`config.mk`:
```
export PLATFORM = sky130hd
export DESIGN_NAME = nec_ir_edge_decoder_top_flat
export DESIGN_NICKNAME = d
export VERILOG_FILES = /design/src/necird_pkg.sv /design/src/necird_in_if.sv /design/src/necird_out_if.sv /design/src/nec_ir_edge_decoder_top.sv /design/src/necird_cfg.sv /design/src/necird_core.sv /design/src/flat_wrapper.sv
export SDC_FILE = /design/constraint.sdc
export NUM_CORES = 1
export LEC_CHECK = 0
export CAP_MARGIN = 20
export CORE_UTILIZATION = 45
export CTS_CLUSTER_DIAMETER = 40
export DETAILED_ROUTE_END_ITERATION = 12
export DONT_BUFFER_PORTS = 1
export GPL_TIMING_DRIVEN = 0
export PLACE_DENSITY = 0.63
export SYNTH_ARGS = -nofsm -noshare
export SYNTH_HDL_FRONTEND = slang
export SYNTH_SLANG_ARGS = --single-unit
```
`constraint.sdc`:
```
create_clock -name clk -period 6.4 [get_ports clk]
set_clock_uncertainty 0.15 [all_clocks]
set_input_delay 0.32 -clock clk [delete_from_list [all_inputs] [get_ports clk]]
set_output_delay 0.32 -clock clk [all_outputs]
set_load 0.02 [all_outputs]
```
`src/necird_pkg.sv`:
```
// Package: shared types, register indexes and helpers for the NEC IR edge decoder.
`default_nettype none
package necird_pkg;

	localparam int unsigned CapW   = 16;
	localparam int unsigned UsW    = 20;
	localparam int unsigned NumReg = 8;
	localparam int unsigned IdxW   = 3;
	localparam int unsigned WordW  = 32;
	localparam int unsigned CntW   = 6;

	localparam logic [CntW-1:0] FrameBits = 6'd32;
	localparam logic [UsW-1:0]  EndGapUs  = 20'd30000;

	// register indexes
	localparam logic [IdxW-1:0] REG_LEADER_MARK_MIN  = 3'd0;
	localparam logic [IdxW-1:0] REG_LEADER_MARK_MAX  = 3'd1;
	localparam logic [IdxW-1:0] REG_LEADER_SPACE_MIN = 3'd2;
	localparam logic [IdxW-1:0] REG_LEADER_SPACE_MAX = 3'd3;
	localparam logic [IdxW-1:0] REG_ZERO_SPACE_MIN   = 3'd4;
	localparam logic [IdxW-1:0] REG_ZERO_SPACE_MAX   = 3'd5;
	localparam logic [IdxW-1:0] REG_ONE_SPACE_MIN    = 3'd6;
	localparam logic [IdxW-1:0] REG_ONE_SPACE_MAX    = 3'd7;

	typedef logic [NumReg-1:0][UsW-1:0] cfg_bank_t;

	typedef enum logic [1:0] {
		EV_NONE  = 2'd0,
		EV_FRAME = 2'd1,
		EV_END   = 2'd2
	} frame_event_t;

	typedef enum logic [2:0] {
		EDGE_FIRST   = 3'b001,
		EDGE_RISING  = 3'b010,
		EDGE_FALLING = 3'b100
	} edge_phase_t;

	typedef enum logic [2:0] {
		FRM_IDLE   = 3'b001,
		FRM_MARK   = 3'b010,
		FRM_DECODE = 3'b100
	} frame_phase_t;

	typedef struct packed {
		logic             arm_rising;
		frame_event_t     frame_event;
		logic [WordW-1:0] frame_word;
		logic [7:0]       command_byte;
	} result_t;

	// exclusive window check
	function automatic logic in_window(input logic [UsW-1:0] w,
		input logic [UsW-1:0] lo, input logic [UsW-1:0] hi);
		return (w > lo) && (w < hi);
	endfunction

endpackage
`default_nettype wire

```
`src/necird_in_if.sv`:
```
// Interface: input capture channel.
`default_nettype none
interface necird_in_if;
	logic        valid;
	logic        ready;
	logic [15:0] capture_ticks;

	modport source (output valid, output capture_ticks, input ready);
	modport sink (input valid, input capture_ticks, output ready);
endinterface
`default_nettype wire

```
`src/necird_out_if.sv`:
```
// Interface: result channel.
`default_nettype none
interface necird_out_if;
	logic        valid;
	logic        ready;
	logic        arm_rising;
	logic [1:0]  frame_event;
	logic [31:0] frame_word;
	logic [7:0]  command_byte;

	modport source (output valid, output arm_rising, output frame_event,
		output frame_word, output command_byte, input ready);
	modport sink (input valid, input arm_rising, input frame_event,
		input frame_word, input command_byte, output ready);
endinterface
`default_nettype wire

```
`src/nec_ir_edge_decoder_top.sv`:
```
// A capture accepted on the input moves through the stage-1 and result registers;
// throughput is one capture per cycle unless the output stalls. The decode is one
// short pass from stage 1 to the result register, state updating as the stage moves.
// Reset (arst_n low, asynchronous): both stages empty, frame state idle, first edge
// awaited, timing bounds back to their defaults.
// Top level: NEC IR edge decoder with input stage, core and result register.
`default_nettype none
module nec_ir_edge_decoder_top
	import necird_pkg::*;
(
	input  wire logic            clk,
	input  wire logic            arst_n,
	necird_in_if.sink            in_ch,
	necird_out_if.source         out_ch,
	input  wire logic            cfg_we,
	input  wire logic [IdxW-1:0] cfg_index,
	input  wire logic [UsW-1:0]  cfg_wdata
);

	cfg_bank_t       bank;
	result_t         res;
	result_t         res_s2;
	logic            valid_s1, valid_s2;
	logic [CapW-1:0] cap_s1;
	logic            advance;
	logic            take_in;

	necird_cfg u_cfg (
		.clk       (clk),
		.arst_n    (arst_n),
		.cfg_we    (cfg_we),
		.cfg_index (cfg_index),
		.cfg_wdata (cfg_wdata),
		.bank      (bank)
	);

	// the stage-1 beat moves into the result register when that one is free
	// or is being drained this cycle; the core state steps with it
	assign advance      = valid_s1 && (!valid_s2 || out_ch.ready);
	assign in_ch.ready  = !valid_s1 || advance;
	assign take_in      = in_ch.valid && in_ch.ready;

	necird_core u_core (
		.clk    (clk),
		.arst_n (arst_n),
		.step   (advance),
		.cap    (cap_s1),
		.bank   (bank),
		.res    (res)
	);

	always_ff @(posedge clk or negedge arst_n) begin
		if (!arst_n) begin
			valid_s1 <= 1'b0;
			valid_s2 <= 1'b0;
		end else begin
			if (in_ch.ready) begin
				valid_s1 <= in_ch.valid;
			end
			if (advance) begin
				valid_s2 <= 1'b1;
			end else if (out_ch.ready) begin
				valid_s2 <= 1'b0;
			end
		end
	end

	// payload registers, no reset
	always_ff @(posedge clk) begin
		if (take_in) begin
			cap_s1 <= in_ch.capture_ticks;
		end
		if (advance) begin
			res_s2 <= res;
		end
	end

	assign out_ch.valid        = valid_s2;
	assign out_ch.arm_rising   = res_s2.arm_rising;
	assign out_ch.frame_event  = res_s2.frame_event;
	assign out_ch.frame_word   = res_s2.frame_word;
	assign out_ch.command_byte = res_s2.command_byte;

`ifndef ASSERT_OFF
	a_stall_holds_s1: assert property (@(posedge clk) disable iff (!arst_n)
		valid_s1 && !advance |=> valid_s1 && $stable(cap_s1))
		else $error("stage 1 beat lost while stalled");
	a_s2_fill: assert property (@(posedge clk) disable iff (!arst_n)
		advance |=> valid_s2)
		else $error("result register not filled");
	a_no_overwrite: assert property (@(posedge clk) disable iff (!arst_n)
		valid_s2 && !out_ch.ready |-> !advance)
		else $error("result overwritten before taken");
`endif

endmodule
`default_nettype wire

```
`src/necird_cfg.sv`:
```
// Configuration register bank: eight 20-bit timing bounds.
`default_nettype none
module necird_cfg
	import necird_pkg::*;
(
	input  wire logic            clk,
	input  wire logic            arst_n,
	input  wire logic            cfg_we,
	input  wire logic [IdxW-1:0] cfg_index,
	input  wire logic [UsW-1:0]  cfg_wdata,
	output cfg_bank_t            bank
);

	cfg_bank_t bank_q;

	always_ff @(posedge clk or negedge arst_n) begin
		if (!arst_n) begin
			bank_q[REG_LEADER_MARK_MIN]  <= 20'd8000;
			bank_q[REG_LEADER_MARK_MAX]  <= 20'd10000;
			bank_q[REG_LEADER_SPACE_MIN] <= 20'd4000;
			bank_q[REG_LEADER_SPACE_MAX] <= 20'd5000;
			bank_q[REG_ZERO_SPACE_MIN]   <= 20'd500;
			bank_q[REG_ZERO_SPACE_MAX]   <= 20'd800;
			bank_q[REG_ONE_SPACE_MIN]    <= 20'd1500;
			bank_q[REG_ONE_SPACE_MAX]    <= 20'd2000;
		end else if (cfg_we) begin
			bank_q[cfg_index] <= cfg_wdata;
		end
	end

	assign bank = bank_q;

endmodule
`default_nettype wire

```
`src/necird_core.sv`:
```
// Decoder core: per-edge width measurement, frame state and bit shifter.
`default_nettype none
module necird_core
	import necird_pkg::*;
(
	input  wire logic            clk,
	input  wire logic            arst_n,
	input  wire logic            step,
	input  wire logic [CapW-1:0] cap,
	input  wire cfg_bank_t       bank,
	output result_t              res
);

	edge_phase_t      edge_q, edge_d;
	frame_phase_t     frame_q, frame_d;
	logic [CapW-1:0]  last_cap_q;
	logic [CntW-1:0]  bit_cnt_q, bit_cnt_d;
	logic [WordW-1:0] shift_q, shift_d;
	logic [7:0]       cmd_q, cmd_d;

	logic [CapW-1:0]  diff;
	logic [UsW-1:0]   width_us;
	logic [WordW-1:0] shifted;
	logic             is_zero, is_one;

	// width = ticks * 10, as two shifted adds
	assign diff     = cap - last_cap_q;
	assign width_us = {1'b0, diff, 3'b000} + {3'b000, diff, 1'b0};
	assign is_zero  = in_window(width_us, bank[REG_ZERO_SPACE_MIN], bank[REG_ZERO_SPACE_MAX]);
	assign is_one   = in_window(width_us, bank[REG_ONE_SPACE_MIN], bank[REG_ONE_SPACE_MAX]);

	always_comb begin
		edge_d    = edge_q;
		frame_d   = frame_q;
		bit_cnt_d = bit_cnt_q;
		shift_d   = shift_q;
		cmd_d     = cmd_q;
		shifted   = shift_q;
		res.arm_rising  = 1'b0;
		res.frame_event = EV_NONE;
		case (edge_q)
			EDGE_FIRST: begin
				edge_d         = EDGE_RISING;
				res.arm_rising = 1'b1;
			end
			EDGE_RISING: begin
				// end of low mark
				if (frame_q == FRM_IDLE && in_window(width_us,
					bank[REG_LEADER_MARK_MIN], bank[REG_LEADER_MARK_MAX])) begin
					frame_d = FRM_MARK;
				end
				edge_d = EDGE_FALLING;
			end
			default: begin
				// falling edge, end of high space
				if (frame_q == FRM_MARK && in_window(width_us,
					bank[REG_LEADER_SPACE_MIN], bank[REG_LEADER_SPACE_MAX])) begin
					frame_d = FRM_DECODE;
				end else if (frame_q == FRM_DECODE && bit_cnt_q < FrameBits) begin
					if (is_zero) begin
						shifted = {shift_q[WordW-2:0], 1'b0};
					end else if (is_one) begin
						shifted = {shift_q[WordW-2:0], 1'b1};
					end
					shift_d   = shifted;
					bit_cnt_d = bit_cnt_q + 6'd1;
					if (bit_cnt_d == FrameBits) begin
						cmd_d = shifted[15:8];
						if (shifted[31:24] == ~shifted[23:16] &&
							shifted[15:8] == ~shifted[7:0]) begin
							res.frame_event = EV_FRAME;
						end
					end
				end else if (bit_cnt_q == FrameBits && width_us > EndGapUs) begin
					res.frame_event = EV_END;
					frame_d         = FRM_IDLE;
					bit_cnt_d       = '0;
				end
				edge_d         = EDGE_RISING;
				res.arm_rising = 1'b1;
			end
		endcase
		res.frame_word   = shift_d;
		res.command_byte = cmd_d;
	end

	always_ff @(posedge clk or negedge arst_n) begin
		if (!arst_n) begin
			edge_q     <= EDGE_FIRST;
			frame_q    <= FRM_IDLE;
			last_cap_q <= '0;
			bit_cnt_q  <= '0;
			shift_q    <= '0;
			cmd_q      <= '0;
		end else if (step) begin
			edge_q     <= edge_d;
			frame_q    <= frame_d;
			last_cap_q <= cap;
			bit_cnt_q  <= bit_cnt_d;
			shift_q    <= shift_d;
			cmd_q      <= cmd_d;
		end
	end

`ifndef ASSERT_OFF
	a_cnt_range: assert property (@(posedge clk) disable iff (!arst_n)
		bit_cnt_q <= FrameBits)
		else $error("bit count past frame length");
	a_cnt_only_decode: assert property (@(posedge clk) disable iff (!arst_n)
		frame_q != FRM_DECODE |-> bit_cnt_q == '0)
		else $error("bits counted outside decoding");
	a_no_first_again: assert property (@(posedge clk) disable iff (!arst_n)
		edge_q != EDGE_FIRST |=> edge_q != EDGE_FIRST)
		else $error("edge phase returned to first edge");
	a_end_resets: assert property (@(posedge clk) disable iff (!arst_n)
		step && res.frame_event == EV_END |=> frame_q == FRM_IDLE && bit_cnt_q == '0)
		else $error("end gap did not rearm");
`endif

endmodule
`default_nettype wire
```
`src/flat_wrapper.sv`:
```
// flat-port wrapper written by rule: the top's interface ports become plain ports
module nec_ir_edge_decoder_top_flat import necird_pkg::*;
  (clk, arst_n, cfg_we, cfg_index, cfg_wdata, in_ch_valid, in_ch_capture_ticks, in_ch_ready, out_ch_valid, out_ch_arm_rising, out_ch_frame_event, out_ch_frame_word, out_ch_command_byte, out_ch_ready);
  necird_in_if in_ch_i ();
  necird_out_if out_ch_i ();
  input  wire logic clk;
  input  wire logic arst_n;
  input  wire logic cfg_we;
  input  wire logic [IdxW-1:0] cfg_index;
  input  wire logic [UsW-1:0] cfg_wdata;
  input wire logic [$bits(in_ch_i.valid)-1:0] in_ch_valid;
  input wire logic [$bits(in_ch_i.capture_ticks)-1:0] in_ch_capture_ticks;
  output wire logic [$bits(in_ch_i.ready)-1:0] in_ch_ready;
  output wire logic [$bits(out_ch_i.valid)-1:0] out_ch_valid;
  output wire logic [$bits(out_ch_i.arm_rising)-1:0] out_ch_arm_rising;
  output wire logic [$bits(out_ch_i.frame_event)-1:0] out_ch_frame_event;
  output wire logic [$bits(out_ch_i.frame_word)-1:0] out_ch_frame_word;
  output wire logic [$bits(out_ch_i.command_byte)-1:0] out_ch_command_byte;
  input wire logic [$bits(out_ch_i.ready)-1:0] out_ch_ready;
  assign in_ch_i.valid = in_ch_valid;
  assign in_ch_i.capture_ticks = in_ch_capture_ticks;
  assign in_ch_ready = in_ch_i.ready;
  assign out_ch_valid = out_ch_i.valid;
  assign out_ch_arm_rising = out_ch_i.arm_rising;
  assign out_ch_frame_event = out_ch_i.frame_event;
  assign out_ch_frame_word = out_ch_i.frame_word;
  assign out_ch_command_byte = out_ch_i.command_byte;
  assign out_ch_i.ready = out_ch_ready;
  nec_ir_edge_decoder_top u_core (.clk(clk), .arst_n(arst_n), .in_ch(in_ch_i), .out_ch(out_ch_i), .cfg_we(cfg_we), .cfg_index(cfg_index), .cfg_wdata(cfg_wdata));
endmodule
```
# == Word level (Yosys, flattened, before mapping) ==
# Cells that the tools add are included.
# word_totals
ff_bits,289
in_bits,44
out_inout_bits,45
elab_cells,105
# classes
n_addsub,3
order_cmp,12
eq_ne,11
muxes,30
n_bitwise,5
reduce_logical,23
# ops
cell,n
2-to-1 mux 32 bit,8
bitwise mux 160 bit,1
greater-than comparator 20 bit,4
less-than comparator 20 bit,4
demux 20 bit (select 3 bit),1
2-to-1 mux 8 bit,4
adder 19 x 17 -> 20 bit,1
"greater-than comparator 20 x 15 -> 1 bit, second input constant",1
2-to-1 mux 20 bit,1
== test 8 bit,2
inverter 8 bit,2
subtractor 16 bit,1
2-to-1 mux 3 bit,5
"== test 6 bit, second input constant",2
logical AND 1 bit,12
2-to-1 mux 6 bit,2
"adder 6 x 1 -> 6 bit, second input constant",1
"== test 3 x 1 -> 1 bit, second input constant",2
"== test 3 x 2 -> 1 bit, second input constant",2
"less-than comparator 6 bit, second input constant",1
one-hot mux 3 bit (2 select lines),1
2-to-1 mux 1 bit,5
AND reduction 5 bit,1
"less-than comparator 3 x 4 -> 1 bit, second input constant",1
13 further kinds,19

# == Depth between registers and ports, before layout ==
# Gate-level depths: netlist of run 1.
# depth
ltp_word,15
depth_mapped,27

# == By module ==
# From an unflattened synthesis of run 1, not the netlist that was laid out.
# unflattened
hier_cells,1462
hier_area_um2,17300.3
# by_module_without_submodules
module,n_inst,cells_per_inst,area_per_inst_um2,seq_area_each_um2
necird_core,1,1051,9131.3,1704.1
necird_cfg,1,344,6293.5,4058.9
nec_ir_edge_decoder_top,1,67,1875.5,1821.7

# == Worst setup path before layout of run 1 ==
# No wires, ideal clock.
# synth_path
kind,register -> register
start,register u_core.u_core.last_cap_q[0]
end,register u_core.res_s2 (netlist bit u_core.out_ch.frame_word[10]) (data pin)
setup_ns,0.260
arrival_ns,5.548
t_required_ns,5.990
path_slack_ns,0.442
path_stages_with_launch,26
path_cell_list,dfrtp_1 -> ha_1 -> fa_1 -> nor2b_2 -> o31a_4 -> o2111ai_2 -> a21o_1 -> a311oi_2 -> inv_1 -> ha_1 -> clkbuf_1 -> o21ai_0 -> a2111oi_0 -> nor3_1 -> nand2b_1 -> a21oi_1 -> xnor2_1 -> ha_1 -> nand4_1 -> nor3_1 -> nand3_1 -> and3b_1 -> nand3_2 -> a21o_1 -> buf_2 -> mux2_2
# synth_lines
item,line_no,source
start: declaration,necird_core.sv:16,logic [CapW-1:0] last_cap_q;
start signal: assignment,necird_core.sv:98,last_cap_q <= cap;
end signal: assignment,nec_ir_edge_decoder_top.sv:74,res_s2 <= res;
end: declaration,nec_ir_edge_decoder_top.sv:22,result_t res_s2;

# == Worst setup path in the final report of run 1 ==
# layout_path
start,register u_core.u_core.last_cap_q[0]
end,register u_core.res_s2 (netlist bit u_core.out_ch.frame_event[0]) (data pin)
# layout_between
elab_chain_cells,15
word_cells_on_any_way,26
cone_classes,2 x add/sub; 6 x order compare; 2 x eq/ne; 8 x mux; 2 x bitwise; 6 x reduce/logical
# layout_lines
item,line_no,source
subtractor 16 bit (*),necird_core.sv:27,assign diff = cap - last_cap_q;
adder 19 x 17 -> 20 bit (*),necird_core.sv:28,"assign width_us = {1'b0, diff, 3'b000} + {3'b000, diff, 1'b0};"
greater-than comparator 20 bit or less-than comparator 20 bit (tied branches),necird_pkg.sv:55,return (w > lo) && (w < hi);
logical AND 1 bit,necird_pkg.sv:55,
2-to-1 mux 32 bit,necird_core.sv:62,end else if (is_one) begin
2-to-1 mux 32 bit,necird_core.sv:60,if (is_zero) begin
2-to-1 mux 32 bit,necird_core.sv:59,end else if (frame_q == FRM_DECODE && bit_cnt_q < FrameBits) begin
2-to-1 mux 32 bit,necird_core.sv:56,"if (frame_q == FRM_MARK && in_window(width_us,"
2-to-1 mux 32 bit,necird_core.sv:41,case (edge_q)
inverter 8 bit (on tied branches),"necird_core.sv:69, necird_core.sv:70",
== test 8 bit (on tied branches),"necird_core.sv:69, necird_core.sv:70",
logical AND 1 bit,necird_core.sv:69,if (shifted[31:24] == ~shifted[23:16] &&
2-to-1 mux 1 bit,necird_core.sv:69,
2-to-1 mux 1 bit,necird_core.sv:67,if (bit_cnt_d == FrameBits) begin
2-to-1 mux 2 bit,necird_core.sv:59,
# Mark *: on every way between the ends. The rest lies on a longest branch, timed or not. The select of a mux whose other input is x is not followed.
# A chain may end at the register's enable or synchronous reset.

==> results of run 1 <==
[layout by cell type (no fill, tap or decap), types with 6 or more instances in the layout]
cell type        n
nand3_1         25
buf_6            6
dfstp_2         46
clkbuf_16       50
nor3_1          15
a211oi_1        12
inv_1          190
nor2_1          57
dfrtp_1        184
a21o_1          30
a211o_1          6
edfxtp_1        59
a21oi_1         49
ha_1           181
nand2_1        127
o21a_1          18
inv_6            9
nor2b_1         11
xnor2_1         19
o21ai_0        132
nand4_1         25
a31oi_1         24
buf_4           36
mux2_2         148
xor2_1           8
nand2b_1        10
clkbuf_1        39
dlygate4sd3_1   40
o211ai_1        10
and2_1           6
[worst max path at each step]
| stage | slack [ns] | endpoint |
|---|---|---|
| 5_1_grt | 0.01 | u_core.out_ch.frame_word[1] |
| 2_1_floorplan | 0.44 | u_core.out_ch.frame_word[10] |
| 4_1_cts | 0.03 | u_core.out_ch.frame_word[28] |
| 6_report | 0.22 | u_core.out_ch.frame_event[0] |
| 3_3_place_gp | -0.94 | u_core.out_ch.frame_word[30] |
| 3_5_place_dp | -0.94 | u_core.out_ch.frame_word[30] |
[cell type report]
class	instances	area share, %
clock buffer	61	6.52
clock inverter	33	1.91
buffer	43	1.06
tap	468	2.91
timing repair buffer	78	3.73
antenna	2	0.0249
multi-input combinational	1053	42.6
sequential	289	37.7
inverter	191	3.56
[metrics by stage]
step	TNS [ns]	setup slack, ns	util (%)	area, sq um
after global routing	0	0.0104	55.0	20100
after global placement	-68.51	-0.942	47.3	17300
after floorplan	0	0.442	-	16700
after detailed placement	-66.35	-0.940	47.5	17400
final	0	0.224	55.0	20100
after CTS	0	0.0320	54.0	19800
[flip-flops by register name, summed over array words and instances, names as in the netlist]
name and count:
u_core.u_core.cmd_q 8, u_core.u_core.bit_cnt_q 6, u_core.out_ch.arm_rising 1, u_core.u_core.shift_q 32
u_core.cap_s1 16, u_core.out_ch.valid 1, u_core.out_ch.command_byte 8, u_core.u_core.last_cap_q 16
u_core.out_ch.frame_event 2, u_core.out_ch.frame_word 32, u_core.valid_s1 1, u_core.u_cfg.bank 160
u_core.u_core.edge_q 3, u_core.u_core.frame_q 3
[per-layer routing]
metal,up-vias,GRT usage (%),routed length [um],share of wire (%)
met2,257,36.6,19500,47
met3,81,4.29,1810,4.4
met1,6049,28.9,18700,45
li1,5907,-,-,-
met5,-,0,0,0
met4,0,8.05,1240,3.0
[cell families (layout without fill, tap and decap cells)]
logic type	count (synthesis)	count (layout)	synth area share, %
fa+ha+maj	186	186	14.0
flops	289	289	45.3
other cells	0	2	0
simple gates	326	326	9.55
xor+xnor	35	35	1.83
compound gates	356	356	13.7
buf+inv	236	406	5.47
mux	150	150	10.1
[power by group through the flow]
stage	sequential [W]	clock, W	combinational [W]
2_1_floorplan	0.00233	0	0.00421
3_3_place_gp	0.00235	0	0.00559
3_5_place_dp	0.00236	0	0.00594
4_1_cts	0.00233	0.00274	0.00661
5_1_grt	0.00236	0.00282	0.00785
6_report	0.00233	0.00269	0.00700
[repair_timing]
item	4_1_cts	5_1_grt
endpoints found under the setup margin	88	88
setup buffers	15	13
endpoints found under the hold margin	408	0
pin swaps	10	19
resized for setup	26	45
hold buffers	41	0
[worst min-delay path: stages]
cell and delay (ns):
nor3b_1 0.05, clkbuf_1 0.20, o21ai_0 0.18
==> flow_metrics.env, run 1 <==
export IMPL_status="finished, final reports clean"
export IMPL_cp_top_family="compound AO/OA/AOI/OAI gates"
export IMPL_whs_path_depth=3
export IMPL_critPathBufInv=3
export IMPL_start_kind="flop"
export IMPL_seq_area_sq_mm=0.00758
export IMPL_r2r_end="u_core.out_ch.frame_event[0]"
export IMPL_netlist_area_leader_share_pct=27.5
export IMPL_grt_ovfl_total=0
export IMPL_wl_mm=41.2
export IMPL_pwr_share_comb_pct=58.2
export IMPL_synth_area_leaders="dfrtp_1 28%, ha_1 14%, edfxtp_1 11%"
export IMPL_post_drt_wl_per_cell_um=18.6
export IMPL_ys_flop_type="dfrtp_1"
export IMPL_max_cap_violations=0
export IMPL_synth_distinct_cells=85
export IMPL_final_cells=2218
export IMPL_place_gp_congestion=0.866
export IMPL_required_ns=6.64
export IMPL_grt_pass1_wl_mm=66.2
export IMPL_r2r_start="u_core.u_core.last_cap_q[0]"
export IMPL_seq_area_frac_synth_pct=45.3
export IMPL_clkSinkCount=289
export IMPL_viasPerCell=5.54
export IMPL_timing_hold_ws_ns=0.0679
export IMPL_start_util_pct=45.7
export IMPL_slew_violations=0
export IMPL_hold_viol=0
export IMPL_clk_latency_ns=0.58
export IMPL_holdPathEnd="u_core.u_cfg.bank[35]"
export IMPL_synth_edff_count=59
export IMPL_placementRows=70
export IMPL_port_buffer_count=0
export IMPL_startpoint="u_core.u_core.last_cap_q[0]"
export IMPL_grt_start_max_net_pins=231
export IMPL_max_freq_ghz=0.162
export IMPL_period_needed_ns=6.18
export IMPL_worst_path_max_delay_cell="dfrtp_1"
export IMPL_p_leak_nw=9.16
export IMPL_p_clk_share_pct=22.4
export IMPL_syn_area_sq_mm=0.0167
export IMPL_yosys_area_top_type="dfrtp_1"
export IMPL_ys_warn_count=0
export IMPL_die_w_um=195
export IMPL_fp_dieArea_sq_mm=0.0379
export IMPL_cts_root_buf="clkbuf_16"
export IMPL_numCtsBuffers=50
export IMPL_synth_avg_cell_area_sq_um=10.6
export IMPL_core_area_sq_mm=0.0366
export IMPL_dp_cells=2054
export IMPL_num_vias=12300
export IMPL_power_internal_w=0.00688
export IMPL_detailed_place_hpwl_mm=27.5
export IMPL_cp_num_cells=25
export IMPL_ys_ff_latch=289
export IMPL_first_global_vias=12400
export IMPL_drive_above_1_share_pct=22.6
export IMPL_p_total_w=0.0120
export IMPL_track_usage_pct=22.2
export IMPL_crit_top_cell="ha_1"
export IMPL_vdd_drop_max_mv=0.321
export IMPL_clkTransAtPathRegs_ns=0.06
export IMPL_rrSetupSlack_ns=0.22
export IMPL_setup_violations=0
export IMPL_antenna_found_initial=2
export IMPL_path_max_fanout=10
export IMPL_syn_num_nets=1808
export IMPL_crit_path_max_incr_delay_ns=0.38
export IMPL_hold_path_class="input port to flop"
export IMPL_drcViolationCount=0
export IMPL_p_sw_w=0.00514
export IMPL_path_class="flop to flop"
export IMPL_p_per_area_mw_per_mm2=597
export IMPL_ioPinCount=89
export IMPL_r2r_cells=25
export IMPL_rsz0062_at_grt="false"
export IMPL_clockBufferDepth=3
export IMPL_worstSetupEndpointType="flop"
export IMPL_syn_inst=1578
export IMPL_tightestPinTransition_ns=1.23
export IMPL_drt_first_pass_iters=5
export IMPL_period_share_pct=96.5
export IMPL_nets=1936
export IMPL_cts_tree="built"
export IMPL_fillers=3181
export IMPL_area_delta_synth_final_pct=20.3
export IMPL_die_h_um=195
export IMPL_p_seq_share_pct=19.4
export IMPL_relSlewSlack_pct=18.2
export IMPL_async_flop_share_pct=79.6
export IMPL_switching_share_pct=42.8
export IMPL_antenna_left=0
export IMPL_synth_common_cells="190 x inv_1, 184 x dfrtp_1, 184 x ha_1, 148 x mux2_2, 134 x o21ai_0"
export IMPL_multi_input_area_sq_mm=0.00858
export IMPL_cp_data_arrival_time_ns=6.42
export IMPL_htreeDepth=2
export IMPL_hold_start="cfg_index[1]"
export IMPL_drtIter0Drc=776
export IMPL_synth_most_common_cell="inv_1"
Note: power is estimated with default switching activity, not from simulation.
==> run 2: changes to the inputs <==
--- a/config.mk
+++ b/config.mk
@@ -12,5 +12,5 @@
 export DONT_BUFFER_PORTS = 1
 export GPL_TIMING_DRIVEN = 0
-export PLACE_DENSITY = 0.63
+export PLACE_DENSITY_LB_ADDON = 0.12
 export SYNTH_ARGS = -nofsm -noshare
 export SYNTH_HDL_FRONTEND = slang
==> constraint.sdc (replaced) <==
create_clock -name clk -period 6.4 [get_ports clk]
set_clock_uncertainty 0.15 [all_clocks]
set_input_delay 0 -clock clk [delete_from_list [all_inputs] [get_ports clk]]
set_output_delay 0 -clock clk [all_outputs]
set_load 0.02 [all_outputs]
==> flow_metrics.env, run 2 (same netlist as run 1, synthesis figures left out) <==
export IMPL_path_max_fanout=10
export IMPL_clkSinkCount=289
export IMPL_grt_start_max_net_pins=231
export IMPL_pwr_share_comb_pct=58.4
export IMPL_hold_path_class="input port to async pin"
export IMPL_drcViolationCount=0
export IMPL_grt_pass1_wl_mm=68.3
export IMPL_period_share_pct=96.1
export IMPL_switching_share_pct=42.6
export IMPL_setup_ws_ns=0.250
export IMPL_timing_hold_ws_ns=-0.0651
export IMPL_largest_reg_flops=160
export IMPL_cts_tree="built"
export IMPL_rrSetupSlack_ns=0.25
export IMPL_drt_first_pass_iters=5
export IMPL_relSlewSlack_pct=7.43
export IMPL_r2r_cells=25
export IMPL_htreeDepth=2
export IMPL_detailed_place_hpwl_mm=28.0
export IMPL_worstSetupEndpointType="flop"
export IMPL_area_delta_synth_final_pct=22.4
export IMPL_numCtsBuffers=50
export IMPL_drive_above_1_share_pct=21.7
export IMPL_die_w_um=195
export IMPL_vdd_drop_max_mv=0.364
export IMPL_grt_ovfl_total=0
export IMPL_slew_violations=0
export IMPL_cp_data_arrival_time_ns=6.31
export IMPL_place_gp_congestion=0.814
export IMPL_post_drt_wl_per_cell_um=18.8
export IMPL_die_h_um=195
export IMPL_clockBufferDepth=3
export IMPL_final_cells=2251
export IMPL_final_cell_mix="190 x inv_1, 184 x dfrtp_1, 181 x ha_1"
export IMPL_max_cap_violations=0
export IMPL_p_sw_w=0.00515
export IMPL_setup_violations=0
export IMPL_port_buffer_count=0
export IMPL_pre_cts_ws_ns=-0.921
export IMPL_track_usage_pct=23.0
export IMPL_drtIter0Drc=650
export IMPL_antenna_left=0
export IMPL_tightestPinTransition_ns=1.39
export IMPL_placementRows=70
export IMPL_power_internal_w=0.00692
export IMPL_max_freq_ghz=0.163
export IMPL_cts_root_buf="clkbuf_16"
export IMPL_wl_mm=42.3
export IMPL_hold_viol=13
export IMPL_start_kind="flop"
export IMPL_p_leak_nw=9.32
export IMPL_status="finished with violations"
export IMPL_clkTransAtPathRegs_ns=0.06
export IMPL_path_class="flop to flop"
export IMPL_ioPinCount=89
export IMPL_violations="hold timing"
export IMPL_dp_cells=2055
export IMPL_clk_latency_ns=0.57
export IMPL_required_ns=6.56
export IMPL_start_util_pct=45.7
export IMPL_p_clk_share_pct=22.4
export IMPL_p_seq_share_pct=19.3
export IMPL_period_needed_ns=6.15
export IMPL_nets=1970
export IMPL_fp_dieArea_sq_mm=0.0379
export IMPL_first_global_vias=12400
export IMPL_viasPerCell=5.42
export IMPL_core_area_sq_mm=0.0366
export IMPL_num_vias=12200
export IMPL_antenna_found_initial=2
export IMPL_fin_util_pct=55.9
export IMPL_layout_commonest_cell="inv_1"
export IMPL_p_per_area_mw_per_mm2=589
-- run 2: cell types whose count changed in the layout (fill, tap and decap cells not counted), moves of 2 or more --
| cell | change |
|---|---|
| dlygate4sd3_1 | +43 |
| buf_4 | -12 |
| clkinv_2 | +10 |
| clkbuf_1 | -5 |
| inv_6 | -5 |
| a21oi_1 | +3 |
| a21oi_2 | -2 |
| buf_6 | +2 |
| clkinvlp_4 | -2 |
-- run 2: path summary, 6_finish.rpt --
kind | start | to
worst max-delay path | u_core.u_core.last_cap_q[0] | u_core.out_ch.frame_word[0]
worst min register to register | u_core.cap_s1[6] | u_core.u_core.last_cap_q[6]
min in group clk | cfg_we | u_core.u_cfg.bank[159]
worst max register to register | u_core.u_core.last_cap_q[0] | u_core.out_ch.frame_word[0]
worst min-delay path | arst_n | u_core.u_cfg.bank[133]
max in group asynchronous | arst_n | u_core.u_core.last_cap_q[2]
-- run 2: timing repair --
action,in CTS,in global routing
pin swaps,8,21
hold buffers,84,0
gates resized for setup,30,35
buffers inserted,11,7
hold endpoints to repair,427,0
endpoints found under the setup margin,88,87
-- run 2: power by group through the flow --
stage,clock [W],sequential [W],combinational (W)
CTS,0.00275,0.00232,0.00680
finish,0.00270,0.00232,0.00704
detailed placement,0,0.00235,0.00605
global route,0.00283,0.00236,0.00793
global placement,0,0.00235,0.00573
floorplan,0,0.00233,0.00421
-- run 2: layout make-up --
cell class | count | area [sq um]
Tap cell | 468 | 586
Clock buffer | 57 | 1320
Fill cell | 3225 | 16100
Timing Repair Buffer | 112 | 1130
Multi-Input combinational cell | 1053 | 8540
Sequential cell | 289 | 7580
Buffer | 43 | 213
Inverter | 191 | 717
Antenna cell | 2 | 5.00
Clock inverter | 36 | 382
-- run 2: metrics by stage --
step | TNS [ns] | power [W] | hold WS (ns) | cell area, sq um
after floorplan | 0 | 0.00654 | -0.446 | 16700
after global placement | -76.04 | 0.00807 | -0.430 | 17300
after detailed placement | -64.73 | 0.00841 | -0.431 | 17400
after CTS | 0 | 0.0119 | 0.000852 | 20300
after global routing | -0.258 | 0.0131 | 0.0587 | 20500
final | 0 | 0.0121 | -0.0651 | 20500
-- run 2: layer usage --
layer	global-route usage [%]	routed length, um	share of wire (%)	vias up
li1	-	-	-	5977
met1	31.1	19900	47	5952
met2	38.1	19800	47	209
met3	3.49	1610	3.8	73
met4	6.77	975	2.3	0
met5	0	0	0	-
-- run 2: worst max-delay path: stages (launching register included) --
cell       delay, ns
dfrtp_1         0.38
ha_1            0.24
fa_2            0.40
nor2b_4         0.14
o31a_4          0.16
o2111ai_2       0.18
a21o_1          0.27
a311oi_4        0.31
inv_1           0.11
ha_4            0.32
o21ai_1         0.10
a2111oi_2       0.36
nor3_2          0.09
nand2b_1        0.17
a21oi_2         0.18
xnor2_2         0.12
buf_4           0.20
ha_1            0.31
nand4_1         0.13
nor3_2          0.21
nand3_1         0.12
and3b_2         0.30
and3_2          0.27
buf_2           0.19
o21a_1          0.19
mux2_2          0.28
